===== src/rtl/atps_pkg.sv =====
// Package: shared types, codes and constants of the ATA PIO transfer sequencer
package atps_pkg;

  localparam int WORDS_PER_SECTOR = 256;
  localparam int WIDX_W = 9;

  localparam logic [1:0] MODE_REQ    = 2'd0;
  localparam logic [1:0] MODE_STATUS = 2'd1;
  localparam logic [1:0] MODE_RDATA  = 2'd2;
  localparam logic [1:0] MODE_WDATA  = 2'd3;

  localparam logic [1:0] OP_READ    = 2'd0;
  localparam logic [1:0] OP_GWRITE  = 2'd1;
  localparam logic [1:0] OP_RWRITE  = 2'd2;
  localparam logic [1:0] OP_BAD     = 2'd3;

  localparam logic [2:0] K_REGWR  = 3'd0;
  localparam logic [2:0] K_STATRD = 3'd1;
  localparam logic [2:0] K_DATARD = 3'd2;
  localparam logic [2:0] K_WORD   = 3'd3;
  localparam logic [2:0] K_NEEDWR = 3'd4;
  localparam logic [2:0] K_DONE   = 3'd5;

  localparam logic [1:0] CFG_PRESENT  = 2'd0;
  localparam logic [1:0] CFG_RESERVED = 2'd1;
  localparam logic [1:0] CFG_POLL     = 2'd2;

  localparam logic [3:0] PH_IDLE       = 4'd0;
  localparam logic [3:0] PH_WAIT_READY = 4'd1;
  localparam logic [3:0] PH_WAIT_DRQ   = 4'd2;
  localparam logic [3:0] PH_READ       = 4'd3;
  localparam logic [3:0] PH_WRITE      = 4'd4;
  localparam logic [3:0] PH_WAIT_FLUSH = 4'd5;

  localparam logic [7:0] ST_ERR = 8'h01;
  localparam logic [7:0] ST_DRQ = 8'h08;
  localparam logic [7:0] ST_BSY = 8'h80;
  localparam logic [7:0] CMD_READ  = 8'h20;
  localparam logic [7:0] CMD_WRITE = 8'h30;
  localparam logic [7:0] CMD_FLUSH = 8'hE7;
  localparam logic [7:0] DH_MASTER = 8'hE0;
  localparam logic [7:0] DH_SLAVE  = 8'hF0;

  // Job codes from front to back
  localparam logic [2:0] J_DONE   = 3'd0;  // done with fail flag
  localparam logic [2:0] J_SINGLE = 3'd1;  // one result, kind given
  localparam logic [2:0] J_TASK   = 3'd2;  // six register writes then status read
  localparam logic [2:0] J_PAIR   = 3'd3;  // word/write then second result
  localparam logic [2:0] J_FLUSH  = 3'd4;  // data write, flush, status read

  typedef struct packed {
    logic [2:0]  job;
    logic [15:0] value;    // first word where used
    logic [2:0]  kind2;    // second kind for pair
    logic        fail;
    logic        drive;
    logic        is_read;
    logic [27:0] lba;
    logic [7:0]  count;
  } job_t;

  typedef struct packed {
    logic [2:0]  kind;
    logic [2:0]  reg_addr;
    logic [15:0] value;
    logic        failed;
    logic        last;
  } res_t;

endpackage


===== src/rtl/atps_front.sv =====
// Front part: accepts items, tracks the phase and classifies each expected item into a job
module atps_front
  import atps_pkg::*;
(
  input  logic        clk,
  input  logic        rst_n,
  input  logic        cfg_we,
  input  logic [1:0]  cfg_index,
  input  logic [27:0] cfg_data,
  input  logic        in_push,
  output logic        in_full,
  input  logic [1:0]  in_mode,
  input  logic [1:0]  in_op,
  input  logic        in_drive,
  input  logic [27:0] in_lba,
  input  logic [7:0]  in_count,
  input  logic [15:0] in_data,
  output logic        job_valid,
  input  logic        job_ready,
  output job_t        job
);

  logic [1:0]        present_r;
  logic [27:0]       reserved_r;
  logic [23:0]       limit_r;
  logic [3:0]        phase_r, phase_nxt;
  logic [23:0]       poll_r, poll_nxt;
  logic [WIDX_W-1:0] widx_r, widx_nxt;
  logic [7:0]        left_r, left_nxt;
  logic [1:0]        op_r, op_nxt;
  logic              drive_r, drive_nxt;
  logic [27:0]       lba_r, lba_nxt;
  logic [7:0]        cnt_r, cnt_nxt;
  logic              emit;
  logic [7:0]        st;
  logic [23:0]       poll_inc;
  logic [WIDX_W-1:0] widx_inc;
  logic [7:0]        left_dec;
  logic              acc;

  assign in_full  = !job_ready;
  assign acc      = in_push && job_ready;
  assign job_valid = acc && emit;
  assign st       = in_data[7:0];
  assign poll_inc = poll_r + 24'd1;
  assign widx_inc = widx_r + 1'b1;
  assign left_dec = left_r - 8'd1;

  // Decode the item against the current phase
  always_comb begin
    phase_nxt = phase_r;
    poll_nxt  = poll_r;
    widx_nxt  = widx_r;
    left_nxt  = left_r;
    op_nxt    = op_r;
    drive_nxt = drive_r;
    lba_nxt   = lba_r;
    cnt_nxt   = cnt_r;
    emit      = 1'b0;
    job       = '0;
    job.drive   = drive_r;
    job.is_read = (op_r == OP_READ);
    job.lba     = lba_r;
    job.count   = cnt_r;
    unique case (in_mode)
      MODE_REQ: begin
        if (phase_r == PH_IDLE) begin
          emit = 1'b1;
          op_nxt = in_op; drive_nxt = in_drive; lba_nxt = in_lba; cnt_nxt = in_count;
          if (in_op == OP_BAD || !present_r[in_drive]) begin
            job.job = J_DONE; job.fail = 1'b1;
          end else if (in_count == 8'd0) begin
            job.job = J_DONE;
          end else if (in_op == OP_GWRITE && in_lba < reserved_r) begin
            job.job = J_DONE; job.fail = 1'b1;
          end else begin
            job.job = J_SINGLE; job.kind2 = K_STATRD;
            left_nxt = in_count; poll_nxt = '0; phase_nxt = PH_WAIT_READY;
          end
        end
      end
      MODE_STATUS: begin
        if (phase_r == PH_WAIT_READY || phase_r == PH_WAIT_DRQ ||
            phase_r == PH_WAIT_FLUSH) begin
          emit = 1'b1;
          priority if (phase_r == PH_WAIT_DRQ && (st & ST_ERR) != 8'd0) begin
            job.job = J_DONE; job.fail = 1'b1; phase_nxt = PH_IDLE;
          end else if (phase_r == PH_WAIT_READY && (st & ST_BSY) == 8'd0) begin
            job.job = J_TASK; poll_nxt = '0; phase_nxt = PH_WAIT_DRQ;
          end else if (phase_r == PH_WAIT_DRQ && (st & ST_BSY) == 8'd0 &&
                       (st & ST_DRQ) != 8'd0) begin
            widx_nxt = '0;
            job.job = J_SINGLE;
            job.kind2 = (op_r == OP_READ) ? K_DATARD : K_NEEDWR;
            phase_nxt = (op_r == OP_READ) ? PH_READ : PH_WRITE;
          end else if (phase_r == PH_WAIT_FLUSH && (st & ST_BSY) == 8'd0) begin
            left_nxt = left_dec;
            if (left_dec == 8'd0) begin
              job.job = J_DONE; phase_nxt = PH_IDLE;
            end else begin
              job.job = J_SINGLE; job.kind2 = K_STATRD;
              poll_nxt = '0; phase_nxt = PH_WAIT_DRQ;
            end
          end else begin
            poll_nxt = poll_inc;
            if (poll_inc >= limit_r) begin
              job.job = J_DONE; job.fail = 1'b1; phase_nxt = PH_IDLE;
            end else begin
              job.job = J_SINGLE; job.kind2 = K_STATRD;
            end
          end
        end
      end
      MODE_RDATA: begin
        if (phase_r == PH_READ) begin
          emit = 1'b1;
          widx_nxt = widx_inc;
          job.job = J_PAIR; job.value = in_data;
          if ({1'b0, widx_inc} < (WIDX_W+1)'(WORDS_PER_SECTOR)) begin
            job.kind2 = K_DATARD;
          end else begin
            left_nxt = left_dec;
            if (left_dec == 8'd0) begin
              job.kind2 = K_DONE; phase_nxt = PH_IDLE;
            end else begin
              job.kind2 = K_STATRD; poll_nxt = '0; phase_nxt = PH_WAIT_DRQ;
            end
          end
        end
      end
      MODE_WDATA: begin
        if (phase_r == PH_WRITE) begin
          emit = 1'b1;
          widx_nxt = widx_inc;
          job.value = in_data;
          if ({1'b0, widx_inc} < (WIDX_W+1)'(WORDS_PER_SECTOR)) begin
            job.job = J_PAIR; job.kind2 = K_NEEDWR;
          end else begin
            job.job = J_FLUSH; poll_nxt = '0; phase_nxt = PH_WAIT_FLUSH;
          end
        end
      end
      default: ;
    endcase
  end

  // Hold configuration and sequencing state
  always_ff @(posedge clk) begin
    if (!rst_n) begin
      present_r  <= 2'd0;
      reserved_r <= 28'd1024;
      limit_r    <= 24'h100000;
      phase_r    <= PH_IDLE;
      poll_r     <= '0;
      widx_r     <= '0;
      left_r     <= '0;
      op_r       <= '0;
      drive_r    <= 1'b0;
      lba_r      <= '0;
      cnt_r      <= '0;
    end else begin
      if (cfg_we) begin
        unique case (cfg_index)
          CFG_PRESENT:  present_r  <= cfg_data[1:0];
          CFG_RESERVED: reserved_r <= cfg_data;
          CFG_POLL:     limit_r    <= cfg_data[23:0];
          default: ;
        endcase
      end
      if (acc) begin
        phase_r <= phase_nxt; poll_r <= poll_nxt; widx_r <= widx_nxt;
        left_r <= left_nxt; op_r <= op_nxt; drive_r <= drive_nxt;
        lba_r <= lba_nxt; cnt_r <= cnt_nxt;
      end
    end
  end

  // A request accepted during the read phase produces no job
  a_idle_no_job: assert property (@(posedge clk) disable iff (!rst_n)
    (phase_r == PH_READ && in_push && !in_full && in_mode == MODE_REQ) |-> !job_valid)
    else $error("request accepted mid-transfer");
  a_widx_range: assert property (@(posedge clk) disable iff (!rst_n)
    ({1'b0, widx_r} <= (WIDX_W+1)'(WORDS_PER_SECTOR)))
    else $error("word index out of range");
  a_idle_after_done: assert property (@(posedge clk) disable iff (!rst_n)
    (job_valid && job.job == J_DONE) |=> (phase_r == PH_IDLE))
    else $error("done without returning to idle");

endmodule


===== src/rtl/atps_queue.sv =====
// Job queue between front and back parts
module atps_queue
  import atps_pkg::*;
(
  input  logic clk,
  input  logic rst_n,
  input  logic wr_valid,
  output logic wr_ready,
  input  job_t wr_job,
  output logic rd_valid,
  input  logic rd_ready,
  output job_t rd_job
);

  localparam int DEPTH = 4;
  job_t       mem [DEPTH];
  logic [1:0] wp_r, rp_r;
  logic [2:0] cnt_r;
  logic       wr, rd;

  assign wr_ready = (cnt_r != 3'(DEPTH));
  assign rd_valid = (cnt_r != 3'd0);
  assign wr = wr_valid && wr_ready;
  assign rd = rd_valid && rd_ready;
  assign rd_job = mem[rp_r];

  // Store entries
  always_ff @(posedge clk) begin
    if (wr) mem[wp_r] <= wr_job;
  end

  // Advance pointers
  always_ff @(posedge clk) begin
    if (!rst_n) begin
      wp_r <= '0; rp_r <= '0; cnt_r <= '0;
    end else begin
      if (wr) wp_r <= wp_r + 2'd1;
      if (rd) rp_r <= rp_r + 2'd1;
      cnt_r <= cnt_r + 3'(wr) - 3'(rd);
    end
  end

  a_cnt: assert property (@(posedge clk) disable iff (!rst_n) cnt_r <= 3'(DEPTH))
    else $error("queue overflow");
  a_track: assert property (@(posedge clk) disable iff (!rst_n)
    (wr && !rd) |=> (cnt_r == $past(cnt_r) + 3'd1))
    else $error("queue count slip");
  a_empty: assert property (@(posedge clk) disable iff (!rst_n)
    (cnt_r == 3'd0) |-> !rd)
    else $error("read from empty queue");

endmodule


===== src/rtl/atps_back.sv =====
// Back part: expands each job into result items and holds them in an output register
module atps_back
  import atps_pkg::*;
(
  input  logic        clk,
  input  logic        rst_n,
  input  logic        job_valid,
  output logic        job_ready,
  input  job_t        job,
  output logic        out_empty,
  input  logic        out_pop,
  output logic [2:0]  out_kind,
  output logic [2:0]  out_reg_addr,
  output logic [15:0] out_value,
  output logic        out_failed,
  output logic        out_last
);

  res_t       res_r, r;
  logic       val_r;
  logic [2:0] step_r;
  logic [2:0] nsteps;
  logic       load;
  logic       islast;

  // Number of results for the job at the head
  always_comb begin
    unique case (job.job)
      J_TASK:  nsteps = 3'd7;
      J_PAIR:  nsteps = 3'd2;
      J_FLUSH: nsteps = 3'd3;
      default: nsteps = 3'd1;
    endcase
  end

  // Build the result item for the current step
  always_comb begin
    r = '0;
    islast = (step_r == nsteps - 3'd1);
    r.last = islast;
    unique case (job.job)
      J_DONE: begin r.kind = K_DONE; r.failed = job.fail; end
      J_SINGLE: r.kind = job.kind2;
      J_PAIR: begin
        if (step_r == 3'd0) begin
          r.kind  = (job.kind2 == K_NEEDWR) ? K_REGWR : K_WORD;
          r.value = job.value;
        end else begin
          r.kind = job.kind2;
        end
      end
      J_FLUSH: begin
        unique case (step_r)
          3'd0:    begin r.kind = K_REGWR; r.value = job.value; end
          3'd1:    begin r.kind = K_REGWR; r.reg_addr = 3'd7;
                         r.value = {8'd0, CMD_FLUSH}; end
          default: r.kind = K_STATRD;
        endcase
      end
      J_TASK: begin
        r.kind = K_REGWR;
        unique case (step_r)
          3'd0: begin r.reg_addr = 3'd6; r.value = {8'd0,
                  (job.drive ? DH_SLAVE : DH_MASTER) | {4'd0, job.lba[27:24]}}; end
          3'd1: begin r.reg_addr = 3'd2; r.value = {8'd0, job.count}; end
          3'd2: begin r.reg_addr = 3'd3; r.value = {8'd0, job.lba[7:0]}; end
          3'd3: begin r.reg_addr = 3'd4; r.value = {8'd0, job.lba[15:8]}; end
          3'd4: begin r.reg_addr = 3'd5; r.value = {8'd0, job.lba[23:16]}; end
          3'd5: begin r.reg_addr = 3'd7;
                  r.value = {8'd0, job.is_read ? CMD_READ : CMD_WRITE}; end
          default: r.kind = K_STATRD;
        endcase
      end
      default: ;
    endcase
  end

  assign load      = job_valid && (!val_r || out_pop);
  assign job_ready = load && islast;
  assign out_empty = !val_r;
  assign out_kind = res_r.kind;
  assign out_reg_addr = res_r.reg_addr;
  assign out_value = res_r.value;
  assign out_failed = res_r.failed;
  assign out_last = res_r.last;

  // Advance the step counter and refill the output register
  always_ff @(posedge clk) begin
    if (!rst_n) begin
      val_r <= 1'b0; step_r <= '0;
    end else begin
      if (load) begin
        val_r <= 1'b1;
        step_r <= islast ? 3'd0 : step_r + 3'd1;
      end else if (out_pop) begin
        val_r <= 1'b0;
      end
    end
  end

  always_ff @(posedge clk) begin
    if (load) res_r <= r;
  end

  a_hold: assert property (@(posedge clk) disable iff (!rst_n)
    (val_r && !out_pop) |=> (val_r && $stable(res_r)))
    else $error("result dropped under stall");
  a_done_last: assert property (@(posedge clk) disable iff (!rst_n)
    (val_r && res_r.kind == K_DONE) |-> res_r.last)
    else $error("done not last");
  a_step: assert property (@(posedge clk) disable iff (!rst_n) step_r < 3'd7)
    else $error("step overrun");

endmodule


===== src/rtl/ata_pio_transfer_sequencer_top.sv =====
// Top level: ATA PIO LBA28 host sequencer
// Usage:
//   Input channel (in_push/in_full) takes requests, device status bytes, device
//   data words and host write words, selected by in_mode. Items that the current
//   phase does not expect are accepted and dropped with no result.
//   Result channel (out_empty/out_pop) delivers register writes, status and data
//   read requests, delivered words, write-word requests and a done marker;
//   out_last flags the final result of each input item.
//   Configuration (cfg_we/cfg_index/cfg_data) writes present mask, reserved LBA
//   and poll limit; write only while idle.
// Timing:
//   The front decodes an item in the cycle it is accepted and pushes at most one job
//   into a four-entry queue. The back emits one result per cycle into an output
//   register while the receiver pops, so the first result reaches the out ports
//   through the queue and then the output register. An item causes as many results
//   as it needs: one or two for polls and data words, three per flush, seven for the
//   task file setup. A stalled receiver fills the output register, then the queue,
//   then in_full rises. Synchronous reset empties both and returns to idle with the
//   register reset values.
module ata_pio_transfer_sequencer_top
  import atps_pkg::*;
(
  input  logic        clk,
  input  logic        rst_n,
  input  logic        cfg_we,
  input  logic [1:0]  cfg_index,
  input  logic [27:0] cfg_data,
  input  logic        in_push,
  output logic        in_full,
  input  logic [1:0]  in_mode,
  input  logic [1:0]  in_op,
  input  logic        in_drive,
  input  logic [27:0] in_lba,
  input  logic [7:0]  in_count,
  input  logic [15:0] in_data,
  output logic        out_empty,
  input  logic        out_pop,
  output logic [2:0]  out_kind,
  output logic [2:0]  out_reg_addr,
  output logic [15:0] out_value,
  output logic        out_failed,
  output logic        out_last
);

  logic fj_valid, fj_ready, bj_valid, bj_ready;
  job_t fj, bj;

  atps_front u_front (
    .clk, .rst_n, .cfg_we, .cfg_index, .cfg_data,
    .in_push, .in_full, .in_mode, .in_op, .in_drive, .in_lba, .in_count, .in_data,
    .job_valid(fj_valid), .job_ready(fj_ready), .job(fj)
  );

  atps_queue u_queue (
    .clk, .rst_n, .wr_valid(fj_valid), .wr_ready(fj_ready), .wr_job(fj),
    .rd_valid(bj_valid), .rd_ready(bj_ready), .rd_job(bj)
  );

  atps_back u_back (
    .clk, .rst_n, .job_valid(bj_valid), .job_ready(bj_ready), .job(bj),
    .out_empty, .out_pop, .out_kind, .out_reg_addr, .out_value, .out_failed, .out_last
  );

endmodule

===== config.mk =====
export PLATFORM = sky130hd
export DESIGN_NAME = ata_pio_transfer_sequencer_top
export DESIGN_NICKNAME = d
export VERILOG_FILES = /design/src/rtl/atps_pkg.sv /design/src/rtl/atps_front.sv /design/src/rtl/atps_queue.sv /design/src/rtl/atps_back.sv /design/src/rtl/ata_pio_transfer_sequencer_top.sv
export SDC_FILE = /design/constraint.sdc
export NUM_CORES = 1
export LEC_CHECK = 0
export ABC_AREA = 1
export BUFFER_PORTS_ARGS = -buffer_cell sky130_fd_sc_hd__buf_2
export CAP_MARGIN = 0
export CORE_MARGIN = 4
export CORE_UTILIZATION = 55
export DETAILED_ROUTE_END_ITERATION = 7
export PLACE_DENSITY = 0.73
export SLEW_MARGIN = 10
export SYNTH_ARGS = -nofsm -noshare
export SYNTH_HDL_FRONTEND = slang
export SYNTH_SLANG_ARGS = --single-unit

===== constraint.sdc =====
create_clock -name clk -period 8 [get_ports clk]
set_input_delay 1.2 -clock clk [delete_from_list [all_inputs] [get_ports clk]]
set_output_delay 1.2 -clock clk [all_outputs]
set_load 0.1 [all_outputs]

Word level (Yosys, flattened, before mapping)
Memories as Yosys holds them, arrays and structs flattened. A register that Yosys moved wholly into a read port is not among the register bits.
Cells that the tools add are included.
- $add $sub $neg: 9
- magnitude comparators: 4
- equal/unequal tests: 40
- mux-type cells: 114
- bitwise operators: 1
- reduce and logical (&&, ||, !) cells: 42
- operators by type and width (cell ; number):
    2-to-1 mux 24 bit ; 14
    case mux 19 bit (6 select lines) ; 1
    case mux 24 bit (4 select lines) ; 1
    2-to-1 mux 8 bit ; 11
    2-to-1 mux 4 bit ; 18
    case mux 16 bit (2 select lines) ; 2
    2-to-1 mux 3 bit ; 20
    2-to-1 mux 9 bit ; 6
    case mux 16 bit (3 select lines) ; 1
    less-than comparator 28 bit ; 1
    case mux 9 bit (3 select lines) ; 1
    adder 24 x 1 -> 24 bit, second input constant ; 1
    greater-or-equal comparator 24 bit ; 1
    zero test 8 bit ; 3
    case mux 3 bit (4 select lines) ; 2
    case mux 8 bit (3 select lines) ; 1
    2-to-1 mux 22 bit ; 1
    2-to-1 mux 1 bit ; 21
    2-to-1 mux 21 bit ; 1
    2-to-1 mux 16 bit ; 1
    != test 2 bit, second input constant ; 8
    case mux 4 bit (4 select lines) ; 1
    case mux 3 bit (5 select lines) ; 1
    AND reduction 13 bit ; 1
    other kinds (44) ; 91
- bits in registers: 173
- bits in writable memories: 244
- input port bits: 92
- output and inout bits: 26
- logic and storage cells: 232
- memories kept: 1
- memories (name ; depth ; width ; read ports ; clocked after Yosys merged registers in ; wr ports ; line ; RTL):
    u_queue.mem ; 4 ; 61 ; 1 ; 1 ; 1 ; atps_queue.sv:16 ; job_t mem [DEPTH];

Depth between registers and ports, before layout
Gate-level depths: netlist (run 1).
- depth in word-level cells: 9
- gate-level depth with buffers: 23
- mapped depth without buffers: 23

Hierarchy
Synthesis (run 1) repeated with hierarchy kept, for this count alone.
- cell total of the unflattened synthesis: 2214
- area total of the unflattened synthesis: 20475.9 um^2
- modules (own cells, without submodules) (module ; times used ; cells each ; area an instance (um^2) ; seq. area each (um^2)):
    atps_queue ; 1 ; 654 ; 10107.2 ; 7507.2
    atps_front ; 1 ; 1342 ; 8672.1 ; 2742.6
    atps_back ; 1 ; 218 ; 1696.6 ; 800.8

Least setup slack after synthesis (run 1)
Ideal clock, no wire load.
- path kind: in2reg
- start point: in in_mode[0]
- end point: mem u_queue.mem[0][0] (netlist bit) (enable)
- library setup time: 0.480 ns
- data arrival time: 4.955 ns
- data required time: 7.520 ns
- path slack: 2.565 ns
- stages on the path: 10
- path buffers: 0
- cell sequence: inv_1 ha_1 inv_1 nor2_1 inv_1 nand2_1 clkinv_1 a31oi_1 nand2_1 nor2_1
- longest elaborated chain between the ends: 6
- elaborated cells on any way between the ends: 9
- classes of those cells: eq/ne: 3; mux: 3; reduce/logical: 3
- RTL lines (element ; line ; RTL):
    from (decl) ; ata_pio_transfer_sequencer_top.sv:30 ; input logic [1:0] in_mode,
    equality test 2 bit, or another cell as far along ; atps_front.sv:65 ; unique case (in_mode)
    case mux 1 bit (4 select lines) * ; atps_front.sv:65 ;
    logical AND 1 bit * ; atps_front.sv:43 ; assign job_valid = acc && emit;
    logical AND 1 bit * ; atps_queue.sv:23 ; assign wr = wr_valid && wr_ready;
    2-to-1 mux 1 bit * ; atps_queue.sv:29 ; if (wr) mem[wp_r] <= wr_job;
    2-to-1 mux 1 bit (not written as such) * ; atps_queue.sv:29 ;
    to (decl) ; atps_queue.sv:16 ;
Every way passes the cells marked *; elsewhere a longest branch is shown, timed or not.

Worst setup path in the final report (run 1)
- start point: in in_mode[0]
- end point: mem u_queue.mem[0][17] (netlist bit) (enable)
The elaborated chain is that of the path after synthesis.

==> results_dict.tcl, run 1 <==
set metrics [dict create \
    cp-start-kind "input pin" \
    holdPathStages 2 \
    grt_max_degree 93 \
    clk_pin_slew_ps 60 \
    r2r_slack_ps 3940 \
    period_needed_ps 4720 \
    syn_to_final_growth_pct 11.6 \
    hold_buffers 0 \
    crit_start "in_mode[0]" \
    synth_ff_type "edfxtp_1" \
    hold_ws_ps 461 \
    total_power_mw 6.45 \
    place_congestion 0.926 \
    antenna_found_initial 0 \
    yosysSeqAreaShare_pct 56.5 \
    ant_nets 0 \
    yosysTopAreaCell "edfxtp_1" \
    critPathCaptureType "register" \
    syn-instance-count 2167 \
    worstSetupPathType "in -> reg" \
    nets 2416 \
    synth.avg_cell_area_um2 9.02 \
    syn_nets 2330 \
    r2r-end "u_queue.mem[0][17]$_DFFE_PP_" \
    dieWidth_um 197 \
    gr-total-overflow 0 \
    synth.distinct_cells 55 \
    slew_violations 0 \
    fill_cells 2854 \
    worstPathMaxFanout 35 \
    post_cts_buffers 0 \
    critical_path.endpoint "u_queue.mem[0][17]$_DFFE_PP_" \
    drv_cap 0 \
    ys_seq_elements 418 \
    crit_arrival_ps 4910 \
    insertedDiodeCount 0 \
    setup_violations 0 \
    dpl_worst_slack_ps 2720 \
    rows 68 \
    hold_path.class "reg -> reg" \
    synth_edf_count 268 \
    first_iter_violations 1327 \
    wl_per_cell_um 17.4 \
    hold_viol 0 \
    tns_ps 0 \
    clk_latency_ps 550 \
    clock-sinks 418 \
    setup_slack_ps 3280 \
    final_util_pct 62.7 \
    r2r_start "u_front.phase_r[1]$_SDFFE_PN0P_" \
    ys_warn_count 0 \
    drive_gt1_share_pct 11.0 \
    vias 15300 \
    grt_pass1_vias 14500 \
    vdd_drop_max_mv 0.329 \
    fmax_ghz 0.212 \
    grt_pass1_wl_um 76000 \
    routed_via_density 5.59 \
    cts_max_level 2 \
    dieArea_um2 38600 \
    drc 0 \
    cts_tree "built" \
    p_leak_nw 8.82 \
    yosysMostFrequentCell "nand2_1" \
    rsz0062_at_grt "no" \
    synth_top_cells_by_count "nand2_1 (378), nor2_1 (352), edfxtp_1 (268)" \
    synth.area.top_cells "edfxtp_1 (41%), dfxtp_1 (15%), nand2_1 (7.3%)" \
    initial_core_util_pct 56.2 \
    synth_top_area_share_pct 41.2 \
    cts_buffers 43 \
    slew_headroom_pct 26.8 \
    cts_root_buffer "clkbuf_16" \
    fin_skew_ps 15.4 \
    worst_pin_slew_ps 1090 \
    firstDrtPassIters 5 \
    cts_buffer_depth 3 \
    rr_worst_depth 9 \
    cp.required_ps 8190 \
    async_flop_share_pct 0 \
    outcome "complete, no violations" \
    syn_area_um2 19500 \
    cts_resized 0 \
    totalWireLength_um 47800 \
    finalCritPeriodShare_pct 59.0 \
    powerDensity_nw_per_um2 296 \
    core-area_um2 34800 \
    place.port_buffers 117 \
    dp_hpwl_um 32300 \
    grt_use_total_pct 24.3 \
    die_y_um 197 \
    ioPinCount 118 \
]
[cell usage in the layout (no fill, tap or decap), types with 14 or more instances in the layout]
| cell | n |
|---|---|
| nand2_1 | 378 |
| nor2_1 | 348 |
| edfxtp_1 | 268 |
| o21ai_0 | 240 |
| inv_1 | 209 |
| dfxtp_1 | 148 |
| a21oi_1 | 123 |
| buf_2 | 116 |
| nand3_1 | 74 |
| ha_1 | 70 |
| o22ai_1 | 49 |
| clkbuf_16 | 44 |
| nor3_1 | 25 |
| xor2_1 | 17 |
| nand4_1 | 16 |
| buf_4 | 15 |
| inv_2 | 14 |
[metal layers]
layer,track usage [%],vias up,share of wire [%]
met5,0,-,0
met4,6.98,0,2.7
met3,3.44,93,7.1
met2,41.2,574,48
met1,33.0,7195,43
li1,-,7469,-
[per-stage QoR]
| step | area [um2] | cells |
|---|---|---|
| 3_5_place_dp | 20400 | 2663 |
| 6_report | 21800 | 2743 |
| 3_3_place_gp | 20400 | 2663 |
| 2_1_floorplan | 19500 | 2167 |
| 5_1_grt | 21800 | 2743 |
| 4_1_cts | 21800 | 2743 |
[how the worst min path moves through the flow]
stage                                       startpoint                                 end  slack [ps]
finish              u_front.reserved_r[8]$_SDFFE_PN0P_  u_front.reserved_r[8]$_SDFFE_PN0P_         460
global placement     u_front.present_r[0]$_SDFFE_PN0P_   u_front.present_r[0]$_SDFFE_PN0P_         440
floorplan            u_front.present_r[0]$_SDFFE_PN0P_   u_front.present_r[0]$_SDFFE_PN0P_         420
CTS                  u_front.present_r[0]$_SDFFE_PN0P_   u_front.present_r[0]$_SDFFE_PN0P_         460
detailed placement   u_front.present_r[0]$_SDFFE_PN0P_   u_front.present_r[0]$_SDFFE_PN0P_         450
global route        u_front.reserved_r[1]$_SDFFE_PN0P_  u_front.reserved_r[1]$_SDFFE_PN0P_         480
[power by group]
group,switching [mW],internal (mW)
sequential,0.107,2.51
clock,0.829,1.13
combinational,1.42,0.444
total,2.36,4.09
[state kept, by name, indices dropped and copies added (netlist names), named ones only]
signal,cells
u_front.drive_r,1
u_front.cnt_r,8
u_back.out_value,16
u_back.out_last,1
u_front.widx_r,9
u_back.val_r,1
u_queue.cnt_r,3
u_front.present_r,2
u_front.lba_r,28
u_front.limit_r,24
u_front.phase_r,3
u_front.op_r,2
u_back.step_r,3
u_back.out_failed,1
u_back.out_reg_addr,3
u_queue.rp_r,2
u_front.poll_r,24
u_front.reserved_r,28
u_front.left_r,8
u_queue.wp_r,2
u_queue.mem,244
u_back.out_kind,3
[worst max-delay path, stage by stage]
cell and delay (ps):
buf_2 120, inv_1 80, ha_1 340, inv_1 160
nor2_1 160, inv_1 90, nand2_1 60, clkinv_1 500
a31oi_1 360, nand2_1 330, nor2_4 940, buf_4 520
[kinds of logic after synthesis]
kind of cell	after synthesis	share of synthesized area, %
AO/OA/AOI/OAI	458	12.7
XOR/XNOR	18	0.807
adder cells (fa/ha/maj)	71	4.58
buffers and inverters	319	6.59
flip-flops	418	56.5
AND/OR/NAND/NOR	883	18.8
[final cells by class]
cell class	instances	area (um2)	area share, %
Sequential cell	418	11100	50.7
Timing Repair Buffer	131	693	3.18
Tap cell	455	569	2.61
Clock buffer	59	1180	5.40
Inverter	229	863	3.96
Clock inverter	21	200	0.918
Multi-Input combinational cell	1430	7250	33.2
(Power assumes the default switching activity.)
==> run 2, diff against run 1 <==
- PLACE_DENSITY: 0.73 -> 0.76
- clock period: 8 -> 3.8 ns (I/O delays scaled with it)
==> run 2 against run 1 <==
  * Core utilization increased by 0.79 points
  * Setup slack worse by 2900 ps
  * Total power is 110% higher
  * Final area grew 1.3%
  * Worst hold slack worse by 170 ps
  * Critical endpoint is now u_queue.mem[0][58]$_DFFE_PP_
==> results_dict.tcl, run 2 (synthesized netlist as in run 1, its figures left out) <==
set metrics [dict create \
    power.switching_mw 5.02 \
    die_y_um 197 \
    wl_per_cell_um 17.5 \
    crit_path_frequent_cell "nand2_1" \
    vias 15400 \
    grt_max_degree 93 \
    vdd_drop_max_mv 0.706 \
    crit_path_top_delay_cell "dfxtp_1" \
    fmax_ghz 0.291 \
    combPwrFrac_pct 28.8 \
    worstSetupPathType "reg -> reg" \
    drv_cap 0 \
    critPathCaptureType "register" \
    hold_viol 0 \
    ioPinCount 118 \
    finish.cell_count_without_fillers 2758 \
    clkPwrFrac_pct 31.2 \
    cts_root_buffer "clkbuf_16" \
    outcome "complete, no violations" \
    clk_latency_ps 540 \
    p_int_mw 8.81 \
    dieWidth_um 197 \
    drc 0 \
    cts_max_level 2 \
    drive_gt1_share_pct 11.9 \
    place.port_buffers 117 \
    hold_path.class "in -> reg" \
    mostFrequentLayoutCells "nand2_1 (378), nor2_1 (348), edfxtp_1 (268)" \
    fin_skew_ps 21.8 \
    rows 68 \
    crit_cells 18 \
    totalWireLength_um 48300 \
    cp-start-kind "register" \
    syn_to_final_growth_pct 13.0 \
    worst_pin_slew_ps 906 \
    grt_use_total_pct 24.3 \
    rsz0062_at_grt "no" \
    finalCritPeriodShare_pct 90.6 \
    post_cts_buffers 0 \
    clock-sinks 418 \
    dpl_cell_area_um2 20600 \
    nets 2431 \
    dp_cells 2677 \
    largest_register_ff_count 244 \
    cts_buffers 44 \
    firstDrtPassIters 5 \
    p_leak_nw 8.96 \
    hold_buffers 0 \
    cts_resized 0 \
    holdPathStages 3 \
    period_needed_ps 3440 \
    clk_pin_slew_ps 70 \
    ant_nets 0 \
    routed_via_density 5.60 \
    largest-register "u_queue.mem" \
    cts_tree "built" \
    seqPwrFrac_pct 40.0 \
    grt_pass1_vias 14700 \
    swShare_pct 36.3 \
    fin_area_um2 22100 \
    dp_hpwl_um 32500 \
    setup_violations 0 \
    crit_arrival_ps 3800 \
    gr-total-overflow 0 \
    r2r_start "u_front.poll_r[0]$_SDFFE_PN0P_" \
    antenna_found_initial 1 \
    powerDensity_nw_per_um2 626 \
    fill_cells 2816 \
    path_cells "ha_1 > nand2_1 > nor2_4 > nand2_1 > nor2_4 > nand3_1 > o21ai_0 > nand2_1 > ha_1 > nand2_1 > nor2_1 > nand2_1 > inv_1 > a21oi_1 > nand2_1 > o21ai_0 > a21boi_0 > o21ai_1" \
    place_congestion 0.940 \
    total_power_mw 13.8 \
    mostFrequentLayoutCell "nand2_1" \
    largestRegisters "u_queue.mem: 244 flops, u_front.lba_r: 28 flops, u_front.reserved_r: 28 flops" \
    critPathTopFamily "simple AND/OR/NAND/NOR gates" \
    core-area_um2 34800 \
    crit_start "u_front.poll_r[0]$_SDFFE_PN0P_" \
    worstPathMaxFanout 6 \
    slew_headroom_pct 39.1 \
    cts_buffer_depth 3 \
    cp_slowest_stage_delay_ps 440 \
    hold_path_startpoint "cfg_data[10]" \
    slew_violations 0 \
    critPathBufInv 1 \
    rr_worst_depth 18 \
    cp.required_ps 4150 \
    first_iter_violations 1318 \
    initial_core_util_pct 56.2 \
    grt_pass1_wl_um 75800 \
    dieArea_um2 38600 \
]
run 2: cell count changes in the layout (fill, tap and decap cells not counted), moves of 2 or more:
cell       change
clkbuf_1      -10
buf_4          +8
buf_12         +6
clkinv_2       +4
bufinv_16      +2
clkbuf_16      +2
clkbuf_8       -2
clkinv_1       +2
run 2: per-layer routing:
layer	vias up	routed length, um	GRT usage (%)
li1	7483	-	-
met1	7250	20000	32.5
met2	601	23500	41.1
met3	115	3200	3.13
met4	0	1640	8.53
met5	-	0	0
run 2: path summary, 6_finish.rpt:
check	endpoint	slack (ps)
max	u_queue.mem[0][58]$_DFFE_PP_	360
min	u_front.reserved_r[10]$_SDFFE_PN1P_	290
max reg2reg	u_queue.mem[0][58]$_DFFE_PP_	360
min reg2reg	u_front.reserved_r[15]$_SDFFE_PN0P_	460
run 2: power by group through the flow:
stage / Sequential [mW] / Combinational, mW / Clock (mW)
floorplan: 6.46 / 2.17 / 0
global placement: 5.60 / 3.84 / 0
detailed placement: 5.62 / 3.94 / 0
CTS: 5.53 / 3.98 / 4.35
global route: 5.56 / 4.33 / 4.57
finish: 5.53 / 3.98 / 4.32
run 2: worst reg2reg max path, delay by kind of cell (launching register included):
family / cells / cell delay (ps)
simple gates: 10 / 1130
buf+inv: 1 / 40
compound gates: 5 / 1100
flops: 1 / 440
fa+ha+maj: 2 / 550
run 2: stage by stage:
step	setup slack [ps]	utilization (%)	setup TNS, ps	hold WS, ps
2_1_floorplan	-1010	-	-245240	424
3_3_place_gp	495	59.2	0	436
3_5_place_dp	354	59.2	0	447
4_1_cts	326	63.5	0	280
5_1_grt	13.6	63.5	0	297
6_report	358	63.5	0	292
run 2: layout make-up:
type                            count  area, um2  share of cell area [%]
Sequential cell                   418      11100                    50.1
Multi-Input combinational cell   1430       7250                    32.8
Clock buffer                       49       1160                    5.26
Timing Repair Buffer              145        873                    3.95
Inverter                          229        863                    3.91
Tap cell                          455        569                    2.58
Clock inverter                     31        308                    1.39
Antenna cell                        1       2.50                  0.0113
